[src/bqc_pkg.sv]
// Shared types, widths and constants for the biquad coefficient calculator.
// Holds the arctangent table of the CORDIC, the status codes and the sideband record.
// No dependencies.
`timescale 1ns / 1ps

package bqc_pkg;

   localparam int IN_W             = 20;
   localparam int TURN_W           = 32;
   localparam int COEF_W           = 32;
   localparam int CW               = 35;
   localparam int LANES            = 4;
   localparam int CORDIC_STEPS_DEF = 24;
   localparam int FRAC_BITS_DEF    = 28;

   localparam logic signed [CW-1:0] UNITY        = 35'sd1073741824;
   localparam logic signed [CW-1:0] QUARTER_TURN = 35'sd1073741824;
   localparam logic signed [CW-1:0] HALF_TURN    = 35'sd2147483648;
   localparam logic signed [CW-1:0] CORDIC_X0    = 35'sd652032874;

   localparam logic [COEF_W-1:0] COEF_MAX = 32'h7FFF_FFFF;
   localparam logic [COEF_W-1:0] COEF_MIN = 32'h8000_0000;

   typedef enum logic [1:0] {
      STATUS_OK      = 2'd0,
      STATUS_NO_RATE = 2'd1,
      STATUS_FAULT   = 2'd2
   } status_type;

   typedef struct packed {
      logic highpass;
      logic no_rate;
      logic fold;
      logic bad_den;
   } meta_type;

   function automatic logic [TURN_W-1:0] atan_turn(input int unsigned idx);
      logic [TURN_W-1:0] val;
      case (idx)
         0:       val = 32'h20000000;
         1:       val = 32'h12E4051E;
         2:       val = 32'h09FB385B;
         3:       val = 32'h051111D4;
         4:       val = 32'h028B0D43;
         5:       val = 32'h0145D7E1;
         6:       val = 32'h00A2F61E;
         7:       val = 32'h00517C55;
         8:       val = 32'h0028BE53;
         9:       val = 32'h00145F2F;
         10:      val = 32'h000A2F98;
         11:      val = 32'h000517CC;
         12:      val = 32'h00028BE6;
         13:      val = 32'h000145F3;
         14:      val = 32'h0000A2FA;
         15:      val = 32'h0000517D;
         16:      val = 32'h000028BE;
         17:      val = 32'h0000145F;
         18:      val = 32'h00000A30;
         19:      val = 32'h00000518;
         20:      val = 32'h0000028C;
         21:      val = 32'h00000146;
         22:      val = 32'h000000A3;
         23:      val = 32'h00000051;
         24:      val = 32'h00000029;
         25:      val = 32'h00000014;
         26:      val = 32'h0000000A;
         27:      val = 32'h00000005;
         28:      val = 32'h00000003;
         29:      val = 32'h00000001;
         30:      val = 32'h00000001;
         default: val = 32'h00000000;
      endcase
      return val;
   endfunction

endpackage

[src/bqc_turn_div.sv]
// Pipelined restoring divider that turns cutoff over sample rate into a turn fraction.
// One quotient bit per register stage; the low 32 quotient bits are the fractional turn.
// Depends on bqc_pkg.
`timescale 1ns / 1ps

module bqc_turn_div (
   input  logic                       clock,
   input  logic                       reset,
   input  logic                       en,
   input  logic                       in_vld,
   input  bqc_pkg::meta_type          in_meta,
   input  logic [bqc_pkg::IN_W-1:0]   in_cutoff,
   input  logic [bqc_pkg::IN_W-1:0]   in_rate,
   output logic                       out_vld,
   output bqc_pkg::meta_type          out_meta,
   output logic [bqc_pkg::TURN_W-1:0] out_turn
);
   import bqc_pkg::*;

   localparam int STEPS = IN_W + TURN_W;

   wire              st_vld  [0:STEPS];
   wire meta_type    st_meta [0:STEPS];
   wire [IN_W-1:0]   st_rem  [0:STEPS];
   wire [IN_W-1:0]   st_num  [0:STEPS];
   wire [IN_W-1:0]   st_den  [0:STEPS];
   wire [TURN_W-1:0] st_quot [0:STEPS];

   assign st_vld[0]  = in_vld;
   assign st_meta[0] = in_meta;
   assign st_rem[0]  = '0;
   assign st_num[0]  = in_cutoff;
   assign st_den[0]  = in_rate;
   assign st_quot[0] = '0;

   for (genvar k = 0; k < STEPS; k++) begin : g_step
      logic [IN_W:0]   trial;
      logic [IN_W:0]   diff;
      logic            ge;
      logic [IN_W-1:0] rem_in;
      logic            vld_ff;
      meta_type        meta_ff;
      logic [IN_W-1:0] rem_ff;
      logic [IN_W-1:0] num_ff;
      logic [IN_W-1:0] den_ff;
      logic [TURN_W-1:0] quot_ff;

      always_comb begin
         trial  = {st_rem[k], st_num[k][IN_W-1]};
         diff   = trial - {1'b0, st_den[k]};
         ge     = (trial >= {1'b0, st_den[k]});
         rem_in = ge ? diff[IN_W-1:0] : trial[IN_W-1:0];
      end

      always_ff @(posedge clock) begin
         if (reset) begin
            vld_ff <= 1'b0;
         end else if (en) begin
            vld_ff <= st_vld[k];
         end
      end

      always_ff @(posedge clock) begin
         if (en) begin
            meta_ff <= st_meta[k];
            rem_ff  <= rem_in;
            num_ff  <= {st_num[k][IN_W-2:0], 1'b0};
            den_ff  <= st_den[k];
            quot_ff <= {st_quot[k][TURN_W-2:0], ge};
         end
      end

      assign st_vld[k+1]  = vld_ff;
      assign st_meta[k+1] = meta_ff;
      assign st_rem[k+1]  = rem_ff;
      assign st_num[k+1]  = num_ff;
      assign st_den[k+1]  = den_ff;
      assign st_quot[k+1] = quot_ff;
   end

   assign out_vld  = st_vld[STEPS];
   assign out_meta = st_meta[STEPS];
   assign out_turn = st_quot[STEPS];

endmodule

[config.mk]
export PLATFORM = sky130hd
export DESIGN_NAME = bqc_turn_div
export DESIGN_NICKNAME = d
export VERILOG_FILES = /design/src/bqc_pkg.sv /design/src/bqc_turn_div.sv
export SDC_FILE = /design/constraint.sdc
export NUM_CORES = 2
export LEC_CHECK = 0
export BUFFER_PORTS_ARGS = -buffer_cell sky130_fd_sc_hd__buf_2
export CORE_MARGIN = 5
export CORE_UTILIZATION = 35
export DETAILED_ROUTE_END_ITERATION = 8
export RECOVER_POWER = 50
export SYNTH_ARGS = -nofsm -noshare
export SYNTH_HDL_FRONTEND = slang
export SYNTH_SLANG_ARGS = --single-unit
[constraint.sdc]
create_clock -name clock -period 3.8 [get_ports clock]
set_clock_uncertainty 0.15 [all_clocks]
set_input_delay 0.95 -clock clock [delete_from_list [all_inputs] [get_ports clock]]
set_output_delay 0.95 -clock clock [all_outputs]
set_load 0.02 [all_outputs]
==> metrics.yaml <==
status:
  status: "finished, violations left"
  failed_checks: "capacitance limit, slew limit"
detailed_routing:
  via_count: 92800
  drc: 0
  ant_nets: 0
  totalWireLength_mm: 306
  dr.pass1.iters: 6
  wl_per_cell_um: 16.3
  viasPerCell: 4.94
  drt_iter0_drc: 6398
synthesis:
  ys_seq_area_share_pct: 59.0
  synth-main-ff-cell: "edfxtp_1"
  synthCells: 12300
  synthesis.area_um2: 153000
  yosysUniqueCellTypes: 102
  ys_ff_latch: 3018
  yosysTopAreaCell: "edfxtp_1"
  async_reset_ff_share_pct: 0
  synth.area.top_cells: "edfxtp_1 (58%), ha_1 (8.4%), inv_1 (3.2%), mux2_2 (3.2%), xnor2_1 (2.6%)"
  syn_avg_cell_area_um2: 12.4
  synth_edf_count: 2966
  yosysTopAreaCellShare_pct: 58.3
  yosysWarnings: 0
  syn-num-nets: 13400
clocking:
  cts_htree_levels: 5
  clk_pin_slew_worst_paths_ns: 0.06
  clockBufferDepth: 4
  cts-root-buf: "clkbuf_16"
  cts.sinks: 3018
  cts_buffers: 340
  clk_latency_ns: 0.93
  cts_tree: "yes"
floorplan:
  rows: 242
  core_area_um2: 435000
  start_util_pct: 35.2
  dieArea_um2: 450000
  top_level_ports: 85
  dieHeight_um: 671
  die_w_um: 671
critical_path:
  worst_ep_arrival_time_ns: 4.16
  setup.worst_path.start_class: "flop"
  crit_fanout: 16
  critPathTopFamily: "simple AND/OR/NAND/NOR gates"
  crit_type: "reg -> reg"
  worstReg2RegEnd: "g_step[39].rem_ff[16]$_DFFE_PP_"
  crit_top_cell: "inv_1"
  cp_num_cells: 11
  required_ns: 4.33
  crit_chain: "inv_1 > ha_1 > nor2b_1 > o21a_1 > o21ai_0 > a21oi_1 > o2111ai_1 > nor4b_1 > nor3_4 > inv_1 > mux2_2"
  r2r-start: "g_step[38].den_ff[1]$_DFFE_PP_"
  crit_path_top_delay_cell: "nor4b_1"
  endpoint_kind: "flop"
  reg2reg_depth: 11
  worstPathBufferInverterCount: 2
  rrSetupSlack_ns: 0.17
  slowest_delay_ns: 0.83
power_and_ir_drop:
  peakVddDrop_v: 0.000399
  pwr-share-clk_pct: 22.4
  p_sw_mw: 50.2
  p_seq_share_pct: 36.4
  swShare_pct: 34.8
  power_mw: 144
  p_leak_nw: 68.5
  p_comb_share_pct: 41.2
  p_per_area_nw_per_um2: 833
  internal_power_mw: 93.9
global_route:
  antenna_found_initial: 6
  grt_overflow: 0
  grt_pass1_vias: 90500
  grt_max_degree: 107
  grt_pass1_wl_mm: 486
  grt_usage_pct: 13.1
sta:
  worst_slack_ns: 0.170
  rsz0062_at_grt: "false"
  slew_viol_final: 29
  holdWs_ns: 0.186
  hold_viol_final: 0
  tightestPinTransition_ns: 1.97
  relSlewSlack_pct: -31.7
  max_clock_freq_mhz: 275
  setup_viol: 0
  fin_crit_ns: 3.63
  setup_tns_ns: 0
  min_period_over_period_pct: 95.5
place:
  hpwl_mm: 222
  port_buffers: 84
  place_congestion: 0.845
  dpl-instance-area_um2: 162000
  placedCellCount: 18100
  dp_slack_ns: 0.129
hold_path:
  hp-start: "in_vld"
  hold_depth: 3
  hp-class: "in -> reg"
  hold_end: "g_step[0].vld_ff$_SDFFE_PP0P_"
final_layout:
  stdcell_area_um2: 173000
  syn2layout_area_growth_pct: 13.2
  drive_gt1_share_pct: 10.1
  stdcell_count: 18800
  fin_nets: 13900
  fin_util_pct: 39.8
run:
  cap_violations: 1
Yosys cell counts, drive strengths merged (20+ instances only):
| library cell | instances |
|---|---|
| clkbuf | 134 |
| a21oi | 783 |
| o211ai | 55 |
| o41ai | 24 |
| a21o | 433 |
| nand4 | 147 |
| a2111oi | 31 |
| nor2b | 130 |
| and3 | 51 |
| o31a | 27 |
| a211o | 38 |
| fa | 50 |
| a211oi | 70 |
| xor2 | 328 |
| mux2i | 89 |
| and2 | 42 |
| nand3 | 171 |
| nand2b | 137 |
| nor4 | 48 |
| buf | 79 |
| dfxtp | 52 |
| nor2 | 725 |
| and4 | 38 |
| nand2 | 701 |
| a31o | 34 |
| ha | 1021 |
| or2 | 32 |
| o21a | 119 |
| o22ai | 22 |
| mux2 | 432 |
| o21ai | 685 |
| o31ai | 75 |
| edfxtp | 2966 |
| a21boi | 91 |
| or3 | 61 |
| xnor2 | 447 |
| nor3 | 173 |
| o2111ai | 28 |
| inv | 1310 |
| a31oi | 109 |
| o21bai | 83 |
| a41oi | 20 |
tightest hold or removal path, delay by kind of cell:
kind / cells / cell delay (ns)
buf+inv: 1 / 0.12
simple gates: 1 / 0.07
mux: 1 / 0.07
how the worst max path moves through the flow:
stage                                         startpoint                              end  slack [ns]
after floorplan           g_step[7].num_ff[19]$_DFFE_PP_   g_step[8].rem_ff[16]$_DFFE_PP_        0.61
after global placement     g_step[3].rem_ff[0]$_DFFE_PP_   g_step[4].rem_ff[17]$_DFFE_PP_        0.17
after detailed placement   g_step[3].rem_ff[0]$_DFFE_PP_   g_step[4].rem_ff[17]$_DFFE_PP_        0.13
after CTS                  g_step[3].rem_ff[0]$_DFFE_PP_   g_step[4].rem_ff[17]$_DFFE_PP_        0.12
after global routing      g_step[31].rem_ff[1]$_DFFE_PP_  g_step[32].rem_ff[13]$_DFFE_PP_       0.008
final                     g_step[38].den_ff[1]$_DFFE_PP_  g_step[39].rem_ff[16]$_DFFE_PP_        0.17
cell type report:
cell class	instances	area [um2]
fillers	41100	262000
flip-flops and latches	3018	90100
diodes	2	5.00
clock buffers	403	8910
clock inverters	208	2070
repair buffers	334	2810
well taps	5734	7170
inverters	1310	4920
multi-input cells	7769	57000
power by group through the flow:
| stage | logic [mW] | registers [mW] | clock network, mW |
|---|---|---|---|
| 2_1_floorplan | 46.0 | 50.8 | 0 |
| 3_3_place_gp | 58.1 | 53.3 | 0 |
| 3_5_place_dp | 58.8 | 53.3 | 0 |
| 4_1_cts | 59.3 | 52.7 | 33.5 |
| 5_1_grt | 66.5 | 53.2 | 34.8 |
| 6_report | 59.4 | 52.5 | 32.3 |
sequential cells by signal, summed over array words and instances (netlist names):
signal          flops
g_step.quot_ff    496
g_step.rem_ff    1020
out_turn           32
out_meta            4
out_vld             1
g_step.den_ff    1020
g_step.num_ff     190
g_step.vld_ff      51
g_step.meta_ff    204
cell usage in the layout, fill, tap and decap left out, drive strengths merged, types with 432 or more instances in the layout:
cell type  netlist  layout
a21o           433     433
a21oi          783     783
clkbuf         134     467
edfxtp        2966    2966
ha            1021    1021
inv           1310    1324
mux2           432     432
nand2          701     701
nor2           725     725
o21ai          685     685
xnor2          447     447
routing by layer:
layer / part of all wire, % / global-route usage (%) / wire length [um]
met3: 3.9 / 1.84 / 12000
met2: 48 / 22.3 / 146000
met5: 0.011 / 0 / 34
met4: 3.1 / 4.17 / 9480
met1: 45 / 17.2 / 138000
logic make-up (layout without fill, tap and decap cells):
| logic type | count (synthesis) | in the layout | synth area share [%] |
|---|---|---|---|
| buf+inv | 1523 | 2255 | 3.81 |
| xor+xnor | 775 | 775 | 4.44 |
| flops | 3018 | 3018 | 59.0 |
| compound gates | 2870 | 2870 | 12.1 |
| simple gates | 2531 | 2532 | 7.92 |
| mux | 521 | 521 | 3.77 |
| other cells | 0 | 2 | 0 |
| fa+ha+maj | 1071 | 1071 | 9.01 |
timing repair:
item,CTS,global route
setup endpoints to repair,0,31
buffers inserted,0,1
gates resized for setup,0,8
hold buffers,41,0
hold endpoints to repair,41,0
(Power assumes the default switching activity.)
